[src/rtl/wsaq_pkg.sv]
package wsaq_pkg;

  // Default sizes
  localparam int WINDOW_DEF    = 64;
  localparam int AVG_DEPTH_DEF = 16;

  // Fixed field widths
  localparam int MODE_W   = 3;
  localparam int SAMPLE_W = 12;
  localparam int VALUE_W  = 13;
  localparam int STATUS_W = 2;

  // Request modes carried on in_tuser
  typedef enum logic [MODE_W-1:0] {
    MODE_PUSH  = 3'd0,
    MODE_AVG   = 3'd1,
    MODE_POP   = 3'd2,
    MODE_LAST  = 3'd3,
    MODE_CLEAR = 3'd4
  } mode_t;

  // Result status carried on out_tuser
  typedef enum logic [STATUS_W-1:0] {
    STAT_OK      = 2'd0,
    STAT_WIN_EMP = 2'd1,
    STAT_Q_FULL  = 2'd2,
    STAT_Q_EMP   = 2'd3
  } status_t;

  // Sequencer states
  typedef enum logic [3:0] {
    ST_IDLE,
    ST_DECODE,
    ST_SUB_OLD,
    ST_STORE,
    ST_ADD,
    ST_ABS,
    ST_DIV,
    ST_SIGN,
    ST_POP,
    ST_LAST,
    ST_RESULT
  } state_t;

endpackage

[src/rtl/windowed_sample_average_queue.sv]
// Sliding-window sample averager with a bounded queue of averages. Each request
// on the input stream selects a mode on in_tuser (push sample, compute and queue
// the window average, pop an average, read the last stored sample, clear the
// queue) and gives exactly one result on the output stream. The block handles
// one request at a time and drops in_tready while it works; a finished result
// waits in the output register and the next request is taken meanwhile. The
// sample, sum and division arithmetic runs through one shared add/subtract unit
// under a small sequencer: a push subtracts the oldest sample first when the
// window is full, then removes the offset and adds the sample to the sum; an
// average takes the magnitude of the sum and runs the restoring divider, which
// produces one quotient bit per cycle on the shared unit, then restores the sign.
// The window and average stores are memories with a registered read and need no
// clearing pass after reset. noise_offset must be written on the cfg port only
// while no request is in flight; the block itself does not enforce this.
module windowed_sample_average_queue
  import wsaq_pkg::*;
#(
  parameter int WINDOW    = WINDOW_DEF,
  parameter int AVG_DEPTH = AVG_DEPTH_DEF,
  localparam int AW_W     = $clog2(AVG_DEPTH + 1),
  localparam int OUT_DW   = ((VALUE_W + 1 + AW_W + 7) / 8) * 8
) (
  input  logic              clk,
  input  logic              rst_n,
  // Configuration: noise_offset
  input  logic              cfg_valid,
  output logic              cfg_ready,
  input  logic [SAMPLE_W-1:0] cfg_data,
  // Request stream
  input  logic              in_tvalid,
  output logic              in_tready,
  input  logic [15:0]       in_tdata,   // [11:0] sample, rest zero
  input  logic [MODE_W-1:0] in_tuser,   // [2:0] mode
  // Result stream
  output logic              out_tvalid,
  input  logic              out_tready,
  output logic [OUT_DW-1:0] out_tdata,  // value, average_ready, averages_waiting
  output logic [STATUS_W-1:0] out_tuser // [1:0] status
);

  localparam int WIDX_W = (WINDOW > 1) ? $clog2(WINDOW) : 1;
  localparam int CNT_W  = $clog2(WINDOW + 1);
  localparam int AP_W   = (AVG_DEPTH > 1) ? $clog2(AVG_DEPTH) : 1;
  localparam int MAG_W  = $clog2(4095 * WINDOW + 1);
  localparam int SUM_W  = MAG_W + 1;
  localparam int STEP_W = $clog2(MAG_W);

  // State registers
  state_t state_r, state_nxt;
  logic [MODE_W-1:0]   mode_r, mode_nxt;
  logic [SAMPLE_W-1:0] sample_r, sample_nxt;
  logic [SAMPLE_W-1:0] offset_r;
  logic [WIDX_W-1:0]   head_r, head_nxt, tail_r, tail_nxt, last_r, last_nxt;
  logic [CNT_W-1:0]    win_cnt_r, win_cnt_nxt;
  logic [SUM_W-1:0]    sum_r, sum_nxt;
  logic [VALUE_W-1:0]  stored_r, stored_nxt;
  logic [CNT_W-1:0]    rem_r, rem_nxt;
  logic [MAG_W-1:0]    quo_r, quo_nxt;
  logic                neg_r, neg_nxt;
  logic [STEP_W-1:0]   step_r, step_nxt;
  logic [AP_W-1:0]     rd_ptr_r, rd_ptr_nxt, wr_ptr_r, wr_ptr_nxt;
  logic [AW_W-1:0]     avg_cnt_r, avg_cnt_nxt;
  logic [VALUE_W-1:0]  res_value_r, res_value_nxt;
  logic [STATUS_W-1:0] res_status_r, res_status_nxt;
  logic                out_valid_r, out_valid_nxt;
  logic [VALUE_W-1:0]  out_value_r, out_value_nxt;
  logic [STATUS_W-1:0] out_status_r, out_status_nxt;
  logic [AW_W-1:0]     out_wait_r, out_wait_nxt;

  // Memories
  logic [VALUE_W-1:0] win_mem [WINDOW];
  logic [VALUE_W-1:0] avg_mem [AVG_DEPTH];
  logic [VALUE_W-1:0] win_rdata_r, avg_rdata_r;
  logic               win_we, avg_we;
  logic [WIDX_W-1:0]  win_raddr;

  // Shared add/subtract unit
  logic [SUM_W-1:0] alu_a, alu_b, alu_res;
  logic             alu_sub;

  logic             in_fire;
  logic [CNT_W:0]   rem_shift;
  logic             div_ge;

  assign in_fire   = in_tvalid && in_tready;
  assign in_tready = (state_r == ST_IDLE);
  assign cfg_ready = 1'b1;
  assign alu_res   = alu_sub ? (alu_a - alu_b) : (alu_a + alu_b);
  assign rem_shift = {rem_r, quo_r[MAG_W-1]};
  assign div_ge    = !alu_res[SUM_W-1];

  assign out_tvalid = out_valid_r;
  assign out_tuser  = out_status_r;
  assign out_tdata  = OUT_DW'({out_wait_r, (out_wait_r != '0), out_value_r});

  function automatic logic [WIDX_W-1:0] win_inc(input logic [WIDX_W-1:0] p);
    win_inc = (p == WIDX_W'(WINDOW - 1)) ? '0 : p + 1'b1;
  endfunction

  function automatic logic [AP_W-1:0] avg_inc(input logic [AP_W-1:0] p);
    avg_inc = (p == AP_W'(AVG_DEPTH - 1)) ? '0 : p + 1'b1;
  endfunction

  // Sequencer, operand select and next values
  always_comb begin
    state_nxt      = state_r;
    mode_nxt       = mode_r;
    sample_nxt     = sample_r;
    head_nxt       = head_r;
    tail_nxt       = tail_r;
    last_nxt       = last_r;
    win_cnt_nxt    = win_cnt_r;
    sum_nxt        = sum_r;
    stored_nxt     = stored_r;
    rem_nxt        = rem_r;
    quo_nxt        = quo_r;
    neg_nxt        = neg_r;
    step_nxt       = step_r;
    rd_ptr_nxt     = rd_ptr_r;
    wr_ptr_nxt     = wr_ptr_r;
    avg_cnt_nxt    = avg_cnt_r;
    res_value_nxt  = res_value_r;
    res_status_nxt = res_status_r;
    out_valid_nxt  = out_valid_r && !out_tready;
    out_value_nxt  = out_value_r;
    out_status_nxt = out_status_r;
    out_wait_nxt   = out_wait_r;
    win_we         = 1'b0;
    avg_we         = 1'b0;
    win_raddr      = (mode_r == MODE_LAST) ? last_r : head_r;
    alu_a          = sum_r;
    alu_b          = SUM_W'($signed(win_rdata_r));
    alu_sub        = 1'b1;

    case (state_r)
      ST_IDLE: begin
        if (in_fire) begin
          mode_nxt   = in_tuser;
          sample_nxt = in_tdata[SAMPLE_W-1:0];
          state_nxt  = ST_DECODE;
        end
      end
      // Check occupancy and route the request
      ST_DECODE: begin
        res_value_nxt  = '0;
        res_status_nxt = STAT_OK;
        state_nxt      = ST_RESULT;
        case (mode_r)
          MODE_PUSH: begin
            state_nxt = (win_cnt_r == CNT_W'(WINDOW)) ? ST_SUB_OLD : ST_STORE;
          end
          MODE_AVG: begin
            if (win_cnt_r == '0) res_status_nxt = STAT_WIN_EMP;
            else state_nxt = ST_ABS;
          end
          MODE_POP: begin
            if (avg_cnt_r == '0) res_status_nxt = STAT_Q_EMP;
            else state_nxt = ST_POP;
          end
          MODE_LAST: begin
            if (win_cnt_r == '0) res_status_nxt = STAT_WIN_EMP;
            else state_nxt = ST_LAST;
          end
          MODE_CLEAR: begin
            rd_ptr_nxt  = '0;
            wr_ptr_nxt  = '0;
            avg_cnt_nxt = '0;
          end
          default: ;
        endcase
      end
      // Drop the oldest sample from the sum
      ST_SUB_OLD: begin
        sum_nxt     = alu_res;
        head_nxt    = win_inc(head_r);
        win_cnt_nxt = win_cnt_r - 1'b1;
        state_nxt   = ST_STORE;
      end
      // Remove the noise offset
      ST_STORE: begin
        alu_a      = SUM_W'(sample_r);
        alu_b      = SUM_W'(offset_r);
        stored_nxt = alu_res[VALUE_W-1:0];
        state_nxt  = ST_ADD;
      end
      // Store the sample and add it to the sum
      ST_ADD: begin
        alu_b       = SUM_W'($signed(stored_r));
        alu_sub     = 1'b0;
        win_we      = 1'b1;
        sum_nxt     = alu_res;
        last_nxt    = tail_r;
        tail_nxt    = win_inc(tail_r);
        win_cnt_nxt = win_cnt_r + 1'b1;
        state_nxt   = ST_RESULT;
      end
      // Take the magnitude of the sum as the dividend
      ST_ABS: begin
        alu_a     = '0;
        alu_b     = sum_r;
        neg_nxt   = sum_r[SUM_W-1];
        quo_nxt   = sum_r[SUM_W-1] ? alu_res[MAG_W-1:0] : sum_r[MAG_W-1:0];
        rem_nxt   = '0;
        step_nxt  = '0;
        state_nxt = ST_DIV;
      end
      // One restoring-division step per cycle
      ST_DIV: begin
        alu_a    = SUM_W'(rem_shift);
        alu_b    = SUM_W'(win_cnt_r);
        rem_nxt  = div_ge ? alu_res[CNT_W-1:0] : rem_shift[CNT_W-1:0];
        quo_nxt  = {quo_r[MAG_W-2:0], div_ge};
        step_nxt = step_r + 1'b1;
        if (step_r == STEP_W'(MAG_W - 1)) state_nxt = ST_SIGN;
      end
      // Restore the sign and queue the average unless the queue is full
      ST_SIGN: begin
        alu_a         = '0;
        alu_b         = SUM_W'(quo_r);
        res_value_nxt = neg_r ? alu_res[VALUE_W-1:0] : VALUE_W'(quo_r);
        if (avg_cnt_r == AW_W'(AVG_DEPTH)) begin
          res_status_nxt = STAT_Q_FULL;
        end else begin
          avg_we      = 1'b1;
          wr_ptr_nxt  = avg_inc(wr_ptr_r);
          avg_cnt_nxt = avg_cnt_r + 1'b1;
        end
        state_nxt = ST_RESULT;
      end
      ST_POP: begin
        res_value_nxt = avg_rdata_r;
        rd_ptr_nxt    = avg_inc(rd_ptr_r);
        avg_cnt_nxt   = avg_cnt_r - 1'b1;
        state_nxt     = ST_RESULT;
      end
      ST_LAST: begin
        res_value_nxt = win_rdata_r;
        state_nxt     = ST_RESULT;
      end
      // Hold until the output register is free
      ST_RESULT: begin
        if (!out_valid_r || out_tready) begin
          out_valid_nxt  = 1'b1;
          out_value_nxt  = res_value_r;
          out_status_nxt = res_status_r;
          out_wait_nxt   = avg_cnt_r;
          state_nxt      = ST_IDLE;
        end
      end
      default: state_nxt = ST_IDLE;
    endcase
  end

  // Control registers
  always_ff @(posedge clk) begin
    if (!rst_n) begin
      state_r     <= ST_IDLE;
      offset_r    <= '0;
      head_r      <= '0;
      tail_r      <= '0;
      last_r      <= '0;
      win_cnt_r   <= '0;
      sum_r       <= '0;
      rd_ptr_r    <= '0;
      wr_ptr_r    <= '0;
      avg_cnt_r   <= '0;
      out_valid_r <= 1'b0;
    end else begin
      state_r     <= state_nxt;
      if (cfg_valid && cfg_ready) offset_r <= cfg_data;
      head_r      <= head_nxt;
      tail_r      <= tail_nxt;
      last_r      <= last_nxt;
      win_cnt_r   <= win_cnt_nxt;
      sum_r       <= sum_nxt;
      rd_ptr_r    <= rd_ptr_nxt;
      wr_ptr_r    <= wr_ptr_nxt;
      avg_cnt_r   <= avg_cnt_nxt;
      out_valid_r <= out_valid_nxt;
    end
  end

  // Payload registers
  always_ff @(posedge clk) begin
    mode_r       <= mode_nxt;
    sample_r     <= sample_nxt;
    stored_r     <= stored_nxt;
    rem_r        <= rem_nxt;
    quo_r        <= quo_nxt;
    neg_r        <= neg_nxt;
    step_r       <= step_nxt;
    res_value_r  <= res_value_nxt;
    res_status_r <= res_status_nxt;
    out_value_r  <= out_value_nxt;
    out_status_r <= out_status_nxt;
    out_wait_r   <= out_wait_nxt;
  end

  // Window store
  always_ff @(posedge clk) begin
    if (win_we) win_mem[tail_r] <= stored_r;
    win_rdata_r <= win_mem[win_raddr];
  end

  // Average store
  always_ff @(posedge clk) begin
    if (avg_we) avg_mem[wr_ptr_r] <= alu_res[VALUE_W-1:0] & {VALUE_W{neg_r}}
                                   | VALUE_W'(quo_r) & {VALUE_W{!neg_r}};
    avg_rdata_r <= avg_mem[rd_ptr_r];
  end

  // Occupancy stays within bounds
  assert property (@(posedge clk) disable iff (!rst_n)
    (avg_cnt_r <= AW_W'(AVG_DEPTH)) && (win_cnt_r <= CNT_W'(WINDOW)))
    else $error("queue or window count out of range");

  // An accepted request moves from idle to decode
  assert property (@(posedge clk) disable iff (!rst_n)
    in_fire |=> (state_r == ST_DECODE))
    else $error("request not decoded after accept");

  // A queued average always raises the occupancy by one
  assert property (@(posedge clk) disable iff (!rst_n)
    avg_we |=> (avg_cnt_r == $past(avg_cnt_r) + 1'b1))
    else $error("average queued without count update");

  // A full window push first drops the oldest sample
  assert property (@(posedge clk) disable iff (!rst_n)
    (state_r == ST_SUB_OLD) |-> (win_cnt_r == CNT_W'(WINDOW)))
    else $error("oldest sample dropped from a window that is not full");

endmodule
[config.mk]
export PLATFORM = sky130hd
export DESIGN_NAME = windowed_sample_average_queue
export DESIGN_NICKNAME = d
export VERILOG_FILES = /design/src/rtl/wsaq_pkg.sv /design/src/rtl/windowed_sample_average_queue.sv
export SDC_FILE = /design/constraint.sdc
export NUM_CORES = 2
export LEC_CHECK = 0
export BUFFER_PORTS_ARGS = -buffer_cell sky130_fd_sc_hd__buf_2
export CORE_UTILIZATION = 35
export CTS_BUF_LIST = sky130_fd_sc_hd__clkbuf_8
export CTS_CLUSTER_DIAMETER = 200
export DETAILED_ROUTE_END_ITERATION = 8
export PLACE_DENSITY = 0.48
export SLEW_MARGIN = 10
export SYNTH_ARGS = -nofsm -noshare
export SYNTH_HDL_FRONTEND = slang
export SYNTH_SLANG_ARGS = --single-unit
[constraint.sdc]
create_clock -name clk -period 6.7 [get_ports clk]
set_clock_uncertainty 0.1 [all_clocks]
set_input_delay 1.34 -clock clk [delete_from_list [all_inputs] [get_ports clk]]
set_output_delay 1.34 -clock clk [all_outputs]
set_load 0.01 [all_outputs]
# ---- Yosys cells after proc, flatten, opt, wreduce, memory -nomap -nowiden
# Memory sizes are Yosys's and may differ from the RTL's. A register that Yosys moved wholly into a read port is not among the register bits.
# Index checks and enable logic that the tools add are counted.
# Widths: inputs -> output; s select.
dict set report op_classes {
  addsub 11
  n_eq_ne 27
  muxes 46
  n_bitwise 3
  n_reduce_logical 29
}
# op count
set op_table {}
lappend op_table {{$pmux 19 s5} 1}
lappend op_table {{$pmux 19 s3} 1}
lappend op_table {{$pmux 13 s4} 1}
lappend op_table {{$pmux 18 s2} 1}
lappend op_table {{$mux 4} 8}
lappend op_table {{$pmux 4 s8} 1}
lappend op_table {{$pmux 7 s2} 2}
lappend op_table {{$and 13x13->13} 2}
lappend op_table {{$eq 4x4->1 const B} 5}
lappend op_table {{$add 19x19->19} 1}
lappend op_table {{$mux 19} 1}
lappend op_table {{$sub 19x19->19} 1}
lappend op_table {{$mux 18} 1}
lappend op_table {{$mux 6} 3}
lappend op_table {{$eq 4x3->1 const B} 4}
lappend op_table {{$pmux 4 s2} 2}
lappend op_table {{$pmux 4 s4} 1}
lappend op_table {{$pmux 5 s3} 1}
lappend op_table {{$mux 13} 1}
lappend op_table {{$or 13x13->13} 1}
lappend op_table {{$add 6x1->6 const B} 2}
lappend op_table {{$eq 6x6->1 const B} 2}
lappend op_table {{$mux 1} 11}
lappend op_table {{$add 5x1->5 const B} 2}
lappend op_table {{33 further kinds} 60}
dict set report word_totals {
  regBits 168
  ram_bits 1040
  in_bits 36
  word_cells 141
  n_memories 2
}
# memory words word_bits read_ports rd_ports_with_merged_regs wr line
set memory_table {}
lappend memory_table {win_mem 64 13 1 1 1 windowed_sample_average_queue.sv:71} ;# logic [VALUE_W-1:0] win_mem [WINDOW];
lappend memory_table {avg_mem 16 13 1 1 1 windowed_sample_average_queue.sv:72} ;# logic [VALUE_W-1:0] avg_mem [AVG_DEPTH];

# ---- Depth between registers and ports, before layout
dict set report depth {
  word_depth 7
  depth_mapped 25
}

# ---- Worst setup path before layout
# Ideal clock, no wire load.
dict set report synth_path {
  kind {register to register}
  startpoint {register state_r[2]}
  endpoint {register rem_r[0], data pin}
  arrival_ns 4.829
  setup_slack_ns 1.496
  stages_incl_launch_ff 23
  path_buffers 4
  synth_period_minus_slack_ns 5.204
  path_cell_list {dfxtp_1 buf_2 buf_2 buf_2 buf_2 nand3b_1 a21oi_1 a211oi_1 ha_1 inv_1 or3_1 or2_2 o21ai_0 xor2_1 ha_1 a211o_1 nand2b_1 o21ai_1 nand2_1 o41ai_1 xor2_1 xnor2_2 mux2i_1}
}
dict set report synth_via {
  elab_chain_cells 7
  word_cells_on_any_way 13
  classes_between {add/sub: 2; eq/ne: 5; mux: 5; reduce/logical: 1}
}
# element line
set synth_rtl {}
lappend synth_rtl {{from (decl)} windowed_sample_average_queue.sv:49} ;# state_t state_r, state_nxt;
lappend synth_rtl {{from (signal assigned)} windowed_sample_average_queue.sv:269} ;# state_r <= state_nxt;
lappend synth_rtl {{$eq 4x3->1} windowed_sample_average_queue.sv:135} ;# case (state_r)
lappend synth_rtl {{$reduce_or 2->1 (no line)} -}
lappend synth_rtl {{$pmux 19 s3} windowed_sample_average_queue.sv:135}
lappend synth_rtl {{$sub 19x19->19 or $add 19x19->19 (tied branches)} windowed_sample_average_queue.sv:88} ;# assign alu_res = alu_sub ? (alu_a - alu_b) : (alu_a + alu_b);
lappend synth_rtl {{$mux 19} windowed_sample_average_queue.sv:88}
lappend synth_rtl {{$mux 7} windowed_sample_average_queue.sv:211} ;# rem_nxt = div_ge ? alu_res[CNT_W-1:0] : rem_shift[CNT_W-1:0];
lappend synth_rtl {{$pmux 7 s2 (*)} windowed_sample_average_queue.sv:135}
lappend synth_rtl {{to (signal assigned)} windowed_sample_average_queue.sv:288} ;# rem_r <= rem_nxt;
lappend synth_rtl {{to (decl)} windowed_sample_average_queue.sv:57} ;# logic [CNT_W-1:0] rem_r, rem_nxt;
# Every way passes the cells marked *; elsewhere a longest branch is shown, timed or not.
# A chain may end at the register's enable or synchronous reset.

# ---- Final worst setup path
dict set report layout_path {
  startpoint {register state_r[3]}
  endpoint {register rem_r[0], data pin}
}
# Same word-level chain as after synthesis.

==> summary.txt <==
Status
  – Status: finished, final reports clean

Clock network
  – # Post-CTS Setup Buffers: 0
  – CTS buffer count: 204
  – Clock sinks: 1234
  – Post-CTS Resized: 0
  – Clock Pin Slew Worst Setup and Hold Paths: 60 ps
  – Post-cts hold buffer count: 0
  – H-tree depth: 4
  – Worst-skew pair later-pin latency: 950 ps
  – CTS Buffer Depth: 3
  – TritonCTS clock tree: built
  – CTS root buf: clkbuf_8

Placed design
  – Placement Setup Slack: 656.8 ps
  – Post-DP HPWL: 81.35 mm
  – GP Congestion: 0.8845
  – PortBufs: 54

Detailed routing
  – Avg Vias per Cell: 5.307
  – First-iteration detailed-routing DRC count: 2383
  – Routed wire per std cell: 25.82 um
  – Post-route DRC violation count: 0
  – Via count: 27547
  – Final wirelength: 134.0 mm
  – DRT Pass-1 Iters: 7
  – Final ANT Viol Nets: 0

Yosys
  – Sequential area share after synthesis: 71.57%
  – Yosys cell types: 85
  – Yosys top cell area share: 67.59%
  – Post-synth top flop: edfxtp_1
  – FF+latch count, synth: 1234
  – Synthesized area: 50380 um2
  – Mean area per synthesized cell: 17.42 um2
  – Post-Synthesis Cells: 2892
  – Synth area leader: edfxtp_1
  – Async S/R FF share, synth: 0%
  – Number of synthesized flops with an enable pin: 1134
  – Yosys warning total: 0
  – Largest cells by area after synthesis: edfxtp_1, mux4_2, dfxtp_1

GRT
  – Largest net degree at the start of global routing: 105
  – Remaining Overflow, GRT: 0
  – First-pass GRT wire length: 196.4 mm
  – Initial antenna violation count: 6
  – Gr usage total: 18.49%
  – Vias in the first global route: 28589

Critical path
  – Slowest library cell on the worst path: dfxtp_1
  – Crit path arrival time: 6690 ps
  – Startpoint class of the critical path: flop
  – CP endpoint kind: flop
  – Kind of critical path: reg2reg
  – Crit-path max FO: 24
  – CP max stage delay: 830 ps
  – CP Cell Sequence: or3b_1 > o21ai_0 > a211oi_1 > ha_1 > inv_1 > or3_1 > or2_2 > o21ai_0 > xnor2_1 > ha_1 > a21o_1 > a21oi_1 > nand2b_1 > o21ai_1 > nand2_1 > o41ai_1 > xor2_1 > xnor2_2 > mux2i_1
  – Worst Path Required: 7230 ps

Pwr
  – Worst VDD drop: 0.0002225 V
  – Leak: 18.90 nW
  – Internal: 14.13 mW
  – Clock share of power: 31.0%
  – Net Sw Power: 6.160 mW
  – Sequential cell fraction of total power: 47.2%
  – Power share of the combinational group: 21.8%
  – Power per cell area: 352.6 nW/um2
  – Sw frac: 30.36%

Timing
  – Final Max Slew Viols: 0
  – Max_slew headroom: 25.35%
  – RSZ-0062 raised after global routing: false
  – Final setup violation count: 0
  – Final min period: 6151 ps
  – Worst Slack Setup Final: 549.3 ps
  – Tightest Pin Transition: 1118 ps
  – Sum Neg Setup Slack: 0 ps
  – Fmax: 162.6 MHz
  – Final worst path period share: 91.80%
  – Fin. Hold Viols: 0

Die
  – # IOs: 65
  – Die Ht: 381.4 um
  – Row Count: 138
  – Chip Width: 381.4 um
  – Placeable Area: 142100 um2
  – Die area: 145500 um2
  – Initial Util: 35.45%

Finish
  – Area Growth Syn to Fin: 14.21%
  – Layout filler cell count: 12833
  – Share of cells above drive strength 1: 24.13%
  – Layout Nets: 3197

Run
  – # Max-Cap Violations: 0

Hold path
  – Tightest Hold Check Type: reg2reg
-- registers in the layout, indices dropped and copies added, names as in the netlist, 6 cells and up --
name and count:
win_rdata_r 13, offset_r 12, res_value_r 13, sum_r 19, rem_r 7, head_r 6, sample_r 12, out_value_r 13
tail_r 6, last_r 6, avg_mem 208, quo_r 18, avg_rdata_r 13, stored_r 13, win_cnt_r 7, win_mem 832
-- cells by family after synthesis --
logic type                 after synthesis  synth area share (%)
buffers and inverters                  210                 1.748
AOI/OAI and AO/OA                      409                 5.407
and+or+nand+nor                        592                 5.481
xor gates and xnor gates                51                0.9016
adders and majority gates               39                 1.013
other                                    2               0.01491
muxes                                  355                 13.87
DFF                                   1234                 71.57
-- worst paths after layout --
check | startpoint | slack [ps] | to | cells past startpoint
worst max-delay path | state_r[3]$_SDFFE_PN0P_ | 550 | rem_r[0]$_SDFFCE_PP0P_ | 19
worst min-delay path | res_status_r[1]$_SDFFCE_PN1P_ | 320 | out_tuser[1]$_DFFE_PP_ | 0
worst max register to register | state_r[3]$_SDFFE_PN0P_ | 550 | rem_r[0]$_SDFFCE_PP0P_ | 19
worst min register to register | res_status_r[1]$_SDFFCE_PN1P_ | 320 | out_tuser[1]$_DFFE_PP_ | 0
-- critical path: cells and delay by family, from the launching register on --
kind                     cells  cell delay (ps)
AO/OA/AOI/OAI                7             1930
adder cells (fa/ha/maj)      2              530
buffers and inverters        1               70
flip-flops                   1              830
XOR/XNOR                     3              920
AND/OR/NAND/NOR              5             1270
multiplexers                 1              170
-- per-stage QoR --
stage | cell area [um2] | hold slack (ps) | std cells | util (%) | total power [mW]
2_1_floorplan | 50390 | 300.3 | 2896 | - | 12.64
5_1_grt | 57530 | 325.9 | 5189 | 40.49 | 21.23
4_1_cts | 57520 | 319.0 | 5185 | 40.47 | 20.53
6_report | 57540 | 315.8 | 5191 | 40.49 | 20.29
3_3_place_gp | 53640 | 313.2 | 4806 | 37.75 | 14.05
3_5_place_dp | 53640 | 307.2 | 4806 | 37.75 | 14.18
-- routing by layer --
layer,track usage (%),wire (um),up-vias
li1,-,-,12042
met1,25.03,58740,14495
met2,30.22,65280,789
met3,3.721,6880,221
met4,5.080,3127,0
met5,0,0,-
-- cell usage after synthesis (all sizes together) (8+ instances only) --
library cell	instances
a311oi	29
and2	64
nor2b	12
nand2b	17
a21oi	101
mux4	273
xor2	22
dfxtp	100
xnor2	29
nor3	12
mux2i	69
a222oi	8
nor2	160
inv	36
nand3	21
o21ai	70
a22oi	9
nand3b	15
or2	12
ha	36
nand2	235
a211oi	71
buf	83
a21o	21
mux2	13
edfxtp	1134
clkbuf	91
a31oi	35
-- cells in the final DEF, fill, tap and decap left out, types with 49 or more instances in the layout --
cell type / Yosys / final
a211oi_1: 70 / 70
a21oi_1: 100 / 100
and2_1: 64 / 64
buf_2: 44 / 54
buf_4: 8 / 130
clkbuf_8: 0 / 214
clkinv_1: 0 / 49
dfxtp_1: 100 / 97
edfxtp_1: 1134 / 1134
inv_1: 35 / 104
mux2i_1: 69 / 63
mux4_2: 273 / 273
nand2_1: 235 / 235
nor2_1: 160 / 148
o21ai_0: 66 / 65
-- final cells by class --
class / instances / area, um2 / share of cell area [%]
diodes: 6 / 15.01 / 0.02609
clock buffers: 214 / 2945 / 5.119
clock inverters: 165 / 929.6 / 1.616
inverters: 36 / 135.1 / 0.2348
multi-input cells: 1452 / 13640 / 23.71
flip-flops and latches: 1234 / 36060 / 62.67
well taps: 1890 / 2365 / 4.110
repair buffers: 194 / 1446 / 2.514
-- power by group through the flow --
stage	logic [mW]	registers, mW	clock network (mW)
finish	4.42	9.57	6.29
global route	4.82	9.60	6.81
CTS	4.47	9.57	6.48
detailed placement	4.45	9.73	0
global placement	4.32	9.73	0
floorplan	3.03	9.61	0
Note: power is estimated with default switching activity, not from simulation.
